<file path="src/hdl/ffsa_pkg.sv">
// Shared types and codes for the first-fit segment allocator.
// No dependencies; every other file but ffsa_alu refers to it by scoped names.
`default_nettype none
package ffsa_pkg;

  localparam int ARENA_BYTES_DEF  = 4096;
  localparam int HEADER_BYTES_DEF = 16;

  localparam int OFFSET_W = 12;
  localparam int SIZE_W   = 16;
  localparam int STATUS_W = 4;
  localparam int TAG_W    = 2;

  localparam logic ACT_ALLOC = 1'b0;
  localparam logic ACT_FREE  = 1'b1;

  localparam logic [TAG_W-1:0] TAG_NONE = 2'd0;
  localparam logic [TAG_W-1:0] TAG_FREE = 2'd1;
  localparam logic [TAG_W-1:0] TAG_USED = 2'd2;

  localparam logic [STATUS_W-1:0] ST_OK           = 4'd0;
  localparam logic [STATUS_W-1:0] ST_TOO_LARGE    = 4'd1;
  localparam logic [STATUS_W-1:0] ST_ZERO         = 4'd2;
  localparam logic [STATUS_W-1:0] ST_NONE_FREE    = 4'd3;
  localparam logic [STATUS_W-1:0] ST_FRAGMENTED   = 4'd4;
  localparam logic [STATUS_W-1:0] ST_SHORT        = 4'd5;
  localparam logic [STATUS_W-1:0] ST_BAD_ADDR     = 4'd6;
  localparam logic [STATUS_W-1:0] ST_NOT_ALLOC    = 4'd7;
  localparam logic [STATUS_W-1:0] ST_ALREADY_FREE = 4'd8;
  localparam logic [STATUS_W-1:0] ST_NOT_FOUND    = 4'd9;

endpackage
`default_nettype wire

</file>
<file path="src/hdl/ffsa_alu.sv">
// Shared add/subtract unit of the allocator sequencer.
// Standalone; used by ffsa_ctrl.
`default_nettype none
module ffsa_alu #(
  parameter int W = 14
) (
  input  wire logic [W-1:0] a,
  input  wire logic [W-1:0] b,
  input  wire logic         sub,
  output logic      [W-1:0] y,
  output logic              ge
);

  logic [W:0] full;

  always_comb begin
    if (sub) begin
      full = {1'b0, a} + {1'b0, ~b} + (W+1)'(1);
    end else begin
      full = {1'b0, a} + {1'b0, b};
    end
  end

  assign y  = full[W-1:0];
  // carry out of a - b means no borrow
  assign ge = full[W];

endmodule
`default_nettype wire

</file>
<file path="src/hdl/ffsa_ctrl.sv">
// Sequencer of the allocator: header clear, list walk, split, free lookup and merge pass.
// Uses ffsa_pkg and ffsa_alu; drives the header store port.
`default_nettype none
module ffsa_ctrl #(
  parameter int ARENA_BYTES  = ffsa_pkg::ARENA_BYTES_DEF,
  parameter int HEADER_BYTES = ffsa_pkg::HEADER_BYTES_DEF
) (
  input  wire logic                                           clk,
  input  wire logic                                           rst,
  input  wire logic                                           req_valid,
  output logic                                                req_stall,
  input  wire logic                                           action,
  input  wire logic [ffsa_pkg::SIZE_W-1:0]                    alloc_bytes,
  input  wire logic [ffsa_pkg::OFFSET_W-1:0]                  payload_offset,
  output logic                                                rsp_valid,
  input  wire logic                                           rsp_stall,
  output logic      [ffsa_pkg::OFFSET_W-1:0]                  granted_offset,
  output logic      [ffsa_pkg::STATUS_W-1:0]                  status,
  output logic                                                mem_we,
  output logic      [$clog2(ARENA_BYTES)-1:0]                 mem_waddr,
  output logic      [ffsa_pkg::TAG_W+$clog2(ARENA_BYTES)-1:0] mem_wdata,
  output logic      [$clog2(ARENA_BYTES)-1:0]                 mem_raddr,
  input  wire logic [ffsa_pkg::TAG_W+$clog2(ARENA_BYTES)-1:0] mem_rdata
);

  localparam int AW = $clog2(ARENA_BYTES);
  localparam int DW = AW + 2;

  localparam logic [DW-1:0] H1      = DW'(HEADER_BYTES + 1);
  localparam logic [DW-1:0] ARENA_D = DW'(ARENA_BYTES);
  localparam logic [DW-1:0] MAXSZ_D = DW'(ARENA_BYTES - HEADER_BYTES - 1);
  localparam logic [31:0]   MAXSZ_W = 32'(ARENA_BYTES - HEADER_BYTES - 1);
  localparam logic [31:0]   H1_W    = 32'(HEADER_BYTES + 1);

  localparam logic [4:0] S_IDLE     = 5'd0;
  localparam logic [4:0] S_CLEAR    = 5'd1;
  localparam logic [4:0] S_A_CHK    = 5'd2;
  localparam logic [4:0] S_A_RD     = 5'd3;
  localparam logic [4:0] S_A_TAG    = 5'd4;
  localparam logic [4:0] S_A_FIT    = 5'd5;
  localparam logic [4:0] S_A_SPAN   = 5'd6;
  localparam logic [4:0] S_A_NEXT   = 5'd7;
  localparam logic [4:0] S_A_FAIL   = 5'd8;
  localparam logic [4:0] S_A_USE    = 5'd9;
  localparam logic [4:0] S_A_TAIL   = 5'd10;
  localparam logic [4:0] S_F_CHK    = 5'd11;
  localparam logic [4:0] S_F_RDH    = 5'd12;
  localparam logic [4:0] S_F_TAGH   = 5'd13;
  localparam logic [4:0] S_F_RD     = 5'd14;
  localparam logic [4:0] S_F_TAG    = 5'd15;
  localparam logic [4:0] S_F_SPAN   = 5'd16;
  localparam logic [4:0] S_F_NEXT   = 5'd17;
  localparam logic [4:0] S_C_RD     = 5'd18;
  localparam logic [4:0] S_C_TAG    = 5'd19;
  localparam logic [4:0] S_C_SPAN   = 5'd20;
  localparam logic [4:0] S_C_NXT    = 5'd21;
  localparam logic [4:0] S_C_RDN    = 5'd22;
  localparam logic [4:0] S_C_TAGN   = 5'd23;
  localparam logic [4:0] S_C_MRG    = 5'd24;
  localparam logic [4:0] S_C_ADVSP  = 5'd25;
  localparam logic [4:0] S_C_ADV    = 5'd26;
  localparam logic [4:0] S_DONE     = 5'd27;

  logic [4:0]                      state;
  logic [DW-1:0]                   pos;
  logic [DW-1:0]                   aux;
  logic [DW-1:0]                   tmp;
  logic [DW-1:0]                   sum;
  logic [AW-1:0]                   sz;
  logic [ffsa_pkg::SIZE_W-1:0]     req;
  logic [ffsa_pkg::OFFSET_W-1:0]   pay;
  logic                            arena_ready;
  logic [ffsa_pkg::STATUS_W-1:0]   code;
  logic [ffsa_pkg::OFFSET_W-1:0]   gnt;

  logic [DW-1:0]                   alu_a;
  logic [DW-1:0]                   alu_b;
  logic                            alu_sub;
  logic [DW-1:0]                   alu_y;
  logic                            alu_ge;

  logic [ffsa_pkg::TAG_W-1:0]      rd_tag;
  logic [AW-1:0]                   rd_size;

  assign rd_tag  = mem_rdata[ffsa_pkg::TAG_W+AW-1:AW];
  assign rd_size = mem_rdata[AW-1:0];
  assign req_stall = (state != S_IDLE);

  ffsa_alu #(.W(DW)) u_alu (
    .a   (alu_a),
    .b   (alu_b),
    .sub (alu_sub),
    .y   (alu_y),
    .ge  (alu_ge)
  );

  always_comb begin
    alu_a     = pos;
    alu_b     = tmp;
    alu_sub   = 1'b0;
    mem_we    = 1'b0;
    mem_waddr = pos[AW-1:0];
    mem_wdata = '0;
    mem_raddr = pos[AW-1:0];
    unique case (state) inside
      S_CLEAR: begin
        mem_we = 1'b1;
      end
      S_A_CHK: begin
        alu_a = DW'(req);
        alu_b = H1;
        // first allocate that passes the size checks lays down one segment over the arena
        if (!arena_ready && 32'(req) <= MAXSZ_W && req != '0) begin
          mem_we    = 1'b1;
          mem_waddr = '0;
          mem_wdata = {ffsa_pkg::TAG_FREE, MAXSZ_D[AW-1:0]};
        end
      end
      S_A_TAG: begin
        alu_a = sum;
        alu_b = DW'(rd_size);
      end
      S_A_FIT: begin
        alu_a   = DW'(sz);
        alu_b   = aux;
        alu_sub = 1'b1;
      end
      S_A_SPAN, S_F_SPAN, S_C_SPAN, S_C_ADVSP: begin
        alu_a = DW'(sz);
        alu_b = H1;
      end
      S_A_USE: begin
        mem_we    = 1'b1;
        mem_wdata = {ffsa_pkg::TAG_USED, AW'(req)};
        alu_b     = aux;
      end
      S_A_TAIL: begin
        mem_we    = (aux < ARENA_D);
        mem_waddr = aux[AW-1:0];
        mem_wdata = {ffsa_pkg::TAG_FREE, tmp[AW-1:0]};
        alu_b     = H1;
      end
      S_F_CHK: begin
        alu_a   = DW'(pay);
        alu_b   = H1;
        alu_sub = 1'b1;
      end
      S_F_RDH, S_C_RDN: begin
        mem_raddr = aux[AW-1:0];
      end
      S_F_TAG: begin
        mem_we    = (pos == aux);
        mem_wdata = {ffsa_pkg::TAG_FREE, rd_size};
      end
      S_C_TAGN: begin
        alu_a = DW'(rd_size);
        alu_b = H1;
      end
      S_C_MRG: begin
        alu_a     = DW'(sz);
        mem_we    = 1'b1;
        mem_wdata = {ffsa_pkg::TAG_FREE, alu_y[AW-1:0]};
      end
      default: begin
      end
    endcase
  end

  always_ff @(posedge clk) begin
    if (rst) begin
      state       <= S_CLEAR;
      pos         <= '0;
      arena_ready <= 1'b0;
      rsp_valid   <= 1'b0;
    end else begin
      if (rsp_valid && !rsp_stall && state != S_DONE) begin
        rsp_valid <= 1'b0;
      end
      unique case (state)
        S_CLEAR: begin
          if (pos == ARENA_D - DW'(1)) begin
            state <= S_IDLE;
          end
          pos <= pos + DW'(1);
        end
        S_IDLE: begin
          if (req_valid) begin
            req   <= alloc_bytes;
            pay   <= payload_offset;
            gnt   <= '0;
            state <= (action == ffsa_pkg::ACT_FREE) ? S_F_CHK : S_A_CHK;
          end
        end
        S_A_CHK: begin
          if (32'(req) > MAXSZ_W) begin
            code  <= ffsa_pkg::ST_TOO_LARGE;
            state <= S_DONE;
          end else if (req == '0) begin
            code  <= ffsa_pkg::ST_ZERO;
            state <= S_DONE;
          end else begin
            arena_ready <= 1'b1;
            aux         <= alu_y;
            pos         <= '0;
            sum         <= '0;
            state       <= S_A_RD;
          end
        end
        S_A_RD: state <= S_A_TAG;
        S_A_TAG: begin
          sz <= rd_size;
          if (rd_tag == ffsa_pkg::TAG_FREE) begin
            sum   <= alu_y;
            state <= S_A_FIT;
          end else begin
            state <= S_A_SPAN;
          end
        end
        S_A_FIT: begin
          if (alu_ge) begin
            tmp   <= alu_y;
            state <= S_A_USE;
          end else begin
            state <= S_A_SPAN;
          end
        end
        S_A_SPAN: begin
          tmp   <= alu_y;
          state <= S_A_NEXT;
        end
        S_A_NEXT: begin
          if (alu_y >= ARENA_D) begin
            state <= S_A_FAIL;
          end else begin
            pos   <= alu_y;
            state <= S_A_RD;
          end
        end
        S_A_FAIL: begin
          if (sum == '0) begin
            code <= ffsa_pkg::ST_NONE_FREE;
          end else if (sum >= aux) begin
            code <= ffsa_pkg::ST_FRAGMENTED;
          end else begin
            code <= ffsa_pkg::ST_SHORT;
          end
          state <= S_DONE;
        end
        S_A_USE: begin
          aux   <= alu_y;
          state <= S_A_TAIL;
        end
        S_A_TAIL: begin
          gnt   <= ffsa_pkg::OFFSET_W'(alu_y);
          code  <= ffsa_pkg::ST_OK;
          state <= S_DONE;
        end
        S_F_CHK: begin
          if (32'(pay) < H1_W || 32'(pay) > MAXSZ_W) begin
            code  <= ffsa_pkg::ST_BAD_ADDR;
            state <= S_DONE;
          end else begin
            aux   <= alu_y;
            state <= S_F_RDH;
          end
        end
        S_F_RDH: state <= S_F_TAGH;
        S_F_TAGH: begin
          if (rd_tag == ffsa_pkg::TAG_NONE) begin
            code  <= ffsa_pkg::ST_NOT_ALLOC;
            state <= S_DONE;
          end else if (rd_tag == ffsa_pkg::TAG_FREE) begin
            code  <= ffsa_pkg::ST_ALREADY_FREE;
            state <= S_DONE;
          end else begin
            pos   <= '0;
            state <= S_F_RD;
          end
        end
        S_F_RD: state <= S_F_TAG;
        S_F_TAG: begin
          sz <= rd_size;
          if (pos == aux) begin
            pos   <= '0;
            state <= S_C_RD;
          end else begin
            state <= S_F_SPAN;
          end
        end
        S_F_SPAN: begin
          tmp   <= alu_y;
          state <= S_F_NEXT;
        end
        S_F_NEXT: begin
          if (alu_y >= ARENA_D) begin
            code  <= ffsa_pkg::ST_NOT_FOUND;
            state <= S_DONE;
          end else begin
            pos   <= alu_y;
            state <= S_F_RD;
          end
        end
        S_C_RD: state <= S_C_TAG;
        S_C_TAG: begin
          sz    <= rd_size;
          state <= (rd_tag == ffsa_pkg::TAG_FREE) ? S_C_SPAN : S_C_ADVSP;
        end
        S_C_SPAN: begin
          tmp   <= alu_y;
          state <= S_C_NXT;
        end
        S_C_NXT: begin
          if (alu_y >= ARENA_D) begin
            code  <= ffsa_pkg::ST_OK;
            state <= S_DONE;
          end else begin
            aux   <= alu_y;
            state <= S_C_RDN;
          end
        end
        S_C_RDN: state <= S_C_TAGN;
        S_C_TAGN: begin
          if (rd_tag == ffsa_pkg::TAG_FREE) begin
            tmp   <= alu_y;
            state <= S_C_MRG;
          end else begin
            // skip past the used neighbor
            sz    <= rd_size;
            pos   <= aux;
            state <= S_C_ADVSP;
          end
        end
        S_C_MRG: begin
          sz    <= alu_y[AW-1:0];
          state <= S_C_SPAN;
        end
        S_C_ADVSP: begin
          tmp   <= alu_y;
          state <= S_C_ADV;
        end
        S_C_ADV: begin
          if (alu_y >= ARENA_D) begin
            code  <= ffsa_pkg::ST_OK;
            state <= S_DONE;
          end else begin
            pos   <= alu_y;
            state <= S_C_RD;
          end
        end
        S_DONE: begin
          // hold until the output register is free
          if (!rsp_valid || !rsp_stall) begin
            rsp_valid      <= 1'b1;
            status         <= code;
            granted_offset <= gnt;
            state          <= S_IDLE;
          end
        end
        default: state <= S_IDLE;
      endcase
    end
  end

  a_busy_after_accept: assert property (@(posedge clk) disable iff (rst)
    req_valid && !req_stall |=> req_stall)
    else $error("request taken while a transaction is in progress");

  a_no_grant_on_error: assert property (@(posedge clk) disable iff (rst)
    rsp_valid && status != ffsa_pkg::ST_OK |-> granted_offset == '0)
    else $error("nonzero offset returned with an error status");

  a_clear_quiet: assert property (@(posedge clk) disable iff (rst)
    state == S_CLEAR |-> !rsp_valid)
    else $error("response raised during the header clearing pass");

  a_walk_in_arena: assert property (@(posedge clk) disable iff (rst)
    state == S_A_RD || state == S_F_RD || state == S_C_RD |-> pos < ARENA_D)
    else $error("list walk left the arena");

endmodule
`default_nettype wire

</file>
<file path="config.mk">
export PLATFORM = sky130hd
export DESIGN_NAME = ffsa_ctrl
export DESIGN_NICKNAME = d
export VERILOG_FILES = /design/src/hdl/ffsa_pkg.sv /design/src/hdl/ffsa_alu.sv /design/src/hdl/ffsa_ctrl.sv
export SDC_FILE = /design/constraint.sdc
export NUM_CORES = 1
export LEC_CHECK = 0
export BUFFER_PORTS_ARGS = -buffer_cell sky130_fd_sc_hd__buf_2
export CAP_MARGIN = 15
export CORE_MARGIN = 5
export CORE_UTILIZATION = 25
export DETAILED_ROUTE_END_ITERATION = 8
export GPL_ROUTABILITY_DRIVEN = 0
export GPL_TIMING_DRIVEN = 0
export MAX_ROUTING_LAYER = met4
export PLACE_DENSITY = 0.48
export SYNTH_ARGS = -nofsm -noshare
export SYNTH_HDL_FRONTEND = slang
export SYNTH_SLANG_ARGS = --single-unit
</file>
<file path="constraint.sdc">
create_clock -name clk -period 14 [get_ports clk]
set_clock_uncertainty 0.15 [all_clocks]
set_input_delay 4.2 -clock clk [delete_from_list [all_inputs] [get_ports clk]]
set_output_delay 4.2 -clock clk [all_outputs]
set_load 0.005 [all_outputs]
</file>
Word level (Yosys, flattened, before mapping)
Cells that the tools add are included.
{ "classes": {"n_addsub": 4, "n_mux": 63, "magnitude_cmp": 7, "n_bitwise": 4, "reduce_logical": 44, "eq_ne": 51} }
{ "ops": {"columns": ["op", "n"], "rows": [
  ["14-bit 2-to-1 mux", 12],
  ["14-bit one-hot mux with 5 select lines", 2],
  ["5-bit one-hot mux with 27 select lines", 1],
  ["14-bit one-hot mux with 3 select lines", 2],
  ["14-bit one-hot mux with 6 select lines", 1],
  ["5-bit equality test (second input constant)", 12],
  ["14-bit one-hot mux with 4 select lines", 1],
  ["4-bit 2-to-1 mux", 13],
  ["12-bit 2-to-1 mux", 4],
  ["12-bit one-hot mux with 2 select lines", 2],
  ["5-bit 2-to-1 mux", 9],
  ["5-bit by 4-bit equality test with 1-bit output (second input constant)", 8],
  ["12-bit one-hot mux with 3 select lines", 1],
  ["14-bit by 14-bit adder with 15-bit output", 2],
  ["14-bit one-hot mux with 2 select lines", 1],
  ["4-bit one-hot mux with 7 select lines", 1],
  ["2-bit != test (second input constant)", 11],
  ["5-bit by 3-bit equality test with 1-bit output (second input constant)", 4],
  ["3-bit AND reduction", 6],
  ["16-bit by 12-bit greater-than comparator with 1-bit output (second input constant)", 1],
  ["16-bit by 12-bit less-or-equal comparator with 1-bit output (second input constant)", 1],
  ["16-bit zero test", 1],
  ["16-bit nonzero test", 1],
  ["15-bit by 1-bit adder with 15-bit output (second input constant)", 1],
  ["other kinds (45)", 75]
]} }
{ "word_totals": {"inputBits": 47, "reg_bits": 135, "wordCells": 187, "output_inout_bits": 57} }

Depth between registers and ports, before layout
{ "logic_depth": {"word_depth": 10, "depth_mapped": 22, "depth_no_buf": 19} }

Hierarchy
Synthesis repeated with hierarchy kept, for this count alone.
{ "unflattened": {"cells_unflattened": 998, "hier_area_um2": 9555.4} }
{ "modules_own_cells": {"columns": ["module", "area_each_um2", "seq_area_each_um2", "instances", "cells_each"], "rows": [
  ["ffsa_ctrl", 8107.8, 3843.7, 1, 802],
  ["ffsa_alu", 1447.6, 0.0, 1, 196]
]} }

Worst setup path before layout
No wires, ideal clock.
{ "synth_timing": {"kind": "input to output", "from": "in mem_rdata[4] in the netlist's numbering", "to": "out mem_wdata[11] in the netlist's numbering", "path_buffers": 1, "cell_stages": 13, "arrival_time_ns": 6.868, "required_ns": 9.650, "slack_ns": 2.782, "path_cell_list": "a22o_1 > a221o_1 > a221o_1 > ha_1 > buf_4 > a21oi_1 > nor2_1 > nor4_1 > o22ai_1 > a221oi_1 > xnor2_1 > nand3_1 > nand3_1"} }
{ "synth_between": {"elab_chain_len": 6, "word_cells_on_any_way": 8, "cone_classes": "3 x add/sub; 4 x mux; 1 x bitwise"} }
{ "synth_lines": {"columns": ["element", "line_no", "rtl"], "rows": [
  ["start, declared", "ffsa_ctrl.sv:23", "input wire logic [ffsa_pkg::TAG_W+$clog2(ARENA_BYTES)-1:0] mem_rdata"],
  ["14-bit one-hot mux with 3 select lines", "ffsa_ctrl.sv:105", "unique case (state) inside"],
  ["14-bit NOT", "ffsa_alu.sv:18", "full = {1'b0, a} + {1'b0, ~b} + (W+1)'(1);"],
  ["14-bit by 14-bit adder with 15-bit output", "ffsa_alu.sv:18", null],
  ["15-bit by 1-bit adder with 15-bit output", "ffsa_alu.sv:18", null],
  ["15-bit 2-to-1 mux (*)", "ffsa_alu.sv:17", "if (sub) begin"],
  ["net alu_y[11]", "ffsa_ctrl.sv:79", "logic [DW-1:0] alu_y;"],
  ["14-bit one-hot mux with 5 select lines (*)", "ffsa_ctrl.sv:105", null],
  ["end, declared", "ffsa_ctrl.sv:21", "output logic [ffsa_pkg::TAG_W+$clog2(ARENA_BYTES)-1:0] mem_wdata,"]
]} }
Mark *: on every way through the listed nets, which the timed path passes. The rest lies on a longest branch.

Worst setup path after layout
{ "layout_timing": {"from": "in mem_rdata[1] in the netlist's numbering", "to": "out mem_wdata[11] in the netlist's numbering"} }
Same word-level chain as after synthesis.

==> qor.yml <==
status: "completed"
stdcell_count: 1601
yosys_warnings: 0
synth_edf_count: 114
max-cap-violations: 0
rsz0062_at_grt: "false"
clk_pin_slew_worst_paths_ns: 0.06
finalInstanceArea_um2: 11200
grt.total_usage: 0.187
ff_latch_area_um2: 3840
fp.dieH_um: 204
yosys_register_bits: 135
start_util: 0.255
vias_per_cell: 5.59
cts_buffer_depth: 2
clock-sinks: 135
max_slew_margin: 0.213
hold_buffers: 0
grt_max_degree: 25
finish.utilization: 0.304
place_area_um2: 10600
critPathKind: "primary input to primary output"
layout_common_cells: "buf_2 (119), edfxtp_1 (114), nand2_1 (87)"
postRouteAntennaNets: 0
hold_class: "flip-flop to flip-flop"
via_count: 8957
drtPass1Iterations: 8
tritoncts: "yes"
synthesis.instances: 991
coreArea_um2: 36800
hold_path_depth: 0
holdWs_ns: 0.268
drive_gt1_frac: 0.185
synth_adder_area_share: 0.0617
worst-path-max-fanout: 6
synth_top_family_by_area: "compound AO/OA/AOI/OAI gates"
r2r_start: "state[2]"
worst_pin_slew_ns: 1.17
ys_seq_area_frac: 0.410
r2r_end: "tmp[5]"
ys.flop_type: "edfxtp_1"
cts_buffers: 17
synth.distinct_cells: 78
cts_root_buf: "clkbuf_16"
die_x_um: 204
finalCriticalPeriod_ns: 12.50
synthArstFlopShare: 0
num-nets-final: 1211
area_delta_synth_final_pct: 19.4
htreeDepth: 4
clk_latency_ns: 0.44
p_int_uw: 719
cts_setup_buffers: 0
fmax_mhz: 80.0
cts_resized: 0
route.detailed.wl_per_inst_um: 24.4
p_leak_nw: 4.40
switching_share: 0.244
layout_commonest_cell: "buf_2"
finalCritPeriodShare: 0.893
synth.cell_area_um2: 9370
critPathRequiredTime_ns: 9.65
r2r_cells: 17
fin_ws_ns: 1.50
clock_power_share: 0.502
antenna_found_initial: 1
synthXorXnorAreaFrac: 0.0337
yosys.area_share.simple: 0.168
syn_avg_cell_area_um2: 9.45
syn-num-nets: 1083
maxSlewViolCount: 0
placed_cells: 1568
endpoint_kind: "primary output"
start_kind: "primary input"
holdCritStartpoint: "gnt[3]"
tns_ns: 0
fillers: 3902
grt_pass1_vias: 8559
dp_slack_ns: 1.63
drc_errors: 0
setup_viol: 0
hpwl_mm: 31.3
multiInputGateArea_um2: 5010
hold_viol_final: 0
p_sw_uw: 232
muxShareOfSynthArea: 0.0196
p_per_area_nw_per_um2: 85.0
grt_pass1_wl_mm: 56.3
rows: 70
min_to: "granted_offset[3]"
irDropWorstVdd_mv: 0.0827
die_area_um2: 41400
drt_iter0_markers: 1319
ios: 104
p_total_uw: 951
combPwrFrac: 0.043
r2r_slack_ns: 7.33
numPortBuffers: 102
seqPwrFrac: 0.455
overflow: 0
routed_wl_mm: 39.1
synth_compound_area_frac: 0.248
cp_data_arrival_time_ns: 8.15
## cells in the mapped netlist (all sizes together), types with 8 or more instances
cell    count  area share
nand2b     16       0.011
nor3       16      0.0091
a31oi       8      0.0053
nor4       14      0.0094
xor2       20       0.019
o21ai      64       0.034
clkbuf     48       0.019
edfxtp    114        0.37
a211oi     17       0.017
and2        8      0.0053
o211ai     16       0.013
nand2      87       0.035
ha         43       0.057
a222oi     28       0.030
dfxtp      21       0.045
a21o        9      0.0080
inv        59       0.024
a22oi       9      0.0072
nand4      16       0.011
nand3      23       0.012
nor2       94       0.040
a22o       15       0.014
buf        27       0.016
mux2       11       0.013
nor2b      18       0.012
a221o      24       0.026
a21oi      43       0.023
xnor2      16       0.015
## sequential cells by signal (all words and copies together), names as in the netlist
name,count
rsp_valid,1
sz,12
req,16
sum,14
aux,14
pay,12
status,4
arena_ready,1
pos,14
tmp,14
granted_offset,12
code,4
state,5
gnt,12
## worst max-delay path, stage by stage
cell	delay [ns]
buf_2	0.14
a222oi_1	0.83
inv_1	0.11
ha_1	0.32
o21bai_1	0.16
a2111oi_4	0.42
o21bai_1	0.10
a2111oi_0	0.50
a221oi_1	0.12
xnor2_1	0.65
nand3_1	0.20
nand3_1	0.22
buf_2	0.15
## worst max path at each step
| stage | cells after the start | endpoint | start |
|---|---|---|---|
| after floorplan | 13 | mem_wdata[11] | mem_rdata[4] |
| after global placement | 13 | mem_wdata[11] | mem_rdata[1] |
| after detailed placement | 13 | mem_wdata[11] | mem_rdata[1] |
| after CTS | 13 | mem_wdata[11] | mem_rdata[1] |
| after global routing | 13 | mem_wdata[11] | mem_rdata[1] |
| final | 13 | mem_wdata[11] | mem_rdata[1] |
## layout make-up
| class | instances | share of cell area |
|---|---|---|
| Clock buffer | 17 | 0.0380 |
| Buffer | 75 | 0.0293 |
| Inverter | 59 | 0.0198 |
| Antenna cell | 1 | 0.000224 |
| Multi-Input combinational cell | 722 | 0.448 |
| Clock inverter | 15 | 0.0164 |
| Timing Repair Buffer | 109 | 0.0526 |
| Tap cell | 468 | 0.0524 |
| Sequential cell | 135 | 0.344 |
## logic make-up (layout without fill, tap and decap cells)
kind of cell,count (synthesis),after routing
compound gates,303,303
mux,17,17
flops,135,135
xor+xnor,36,36
buf+inv,134,275
simple gates,321,321
fa+ha+maj,45,45
other cells,0,1
## per-layer routing
metal  global-route usage  part of all wire  vias up
li1                     -                 -     4018
met1                0.242              0.42     4277
met2                0.285              0.44      564
met3               0.0428             0.093       98
met4               0.0781             0.047        0
met5                    -                 0        -
## power by group through the flow
| stage | sequential [mW] | combinational [mW] | clock, mW |
|---|---|---|---|
| final | 0.433 | 0.0408 | 0.477 |
| after global routing | 0.433 | 0.0443 | 0.502 |
| after CTS | 0.433 | 0.0403 | 0.484 |
| after detailed placement | 0.442 | 0.0402 | 0 |
| after global placement | 0.442 | 0.0394 | 0 |
| after floorplan | 0.442 | 0.0197 | 0 |
No activity file was read; power rests on OpenSTA's default activity.
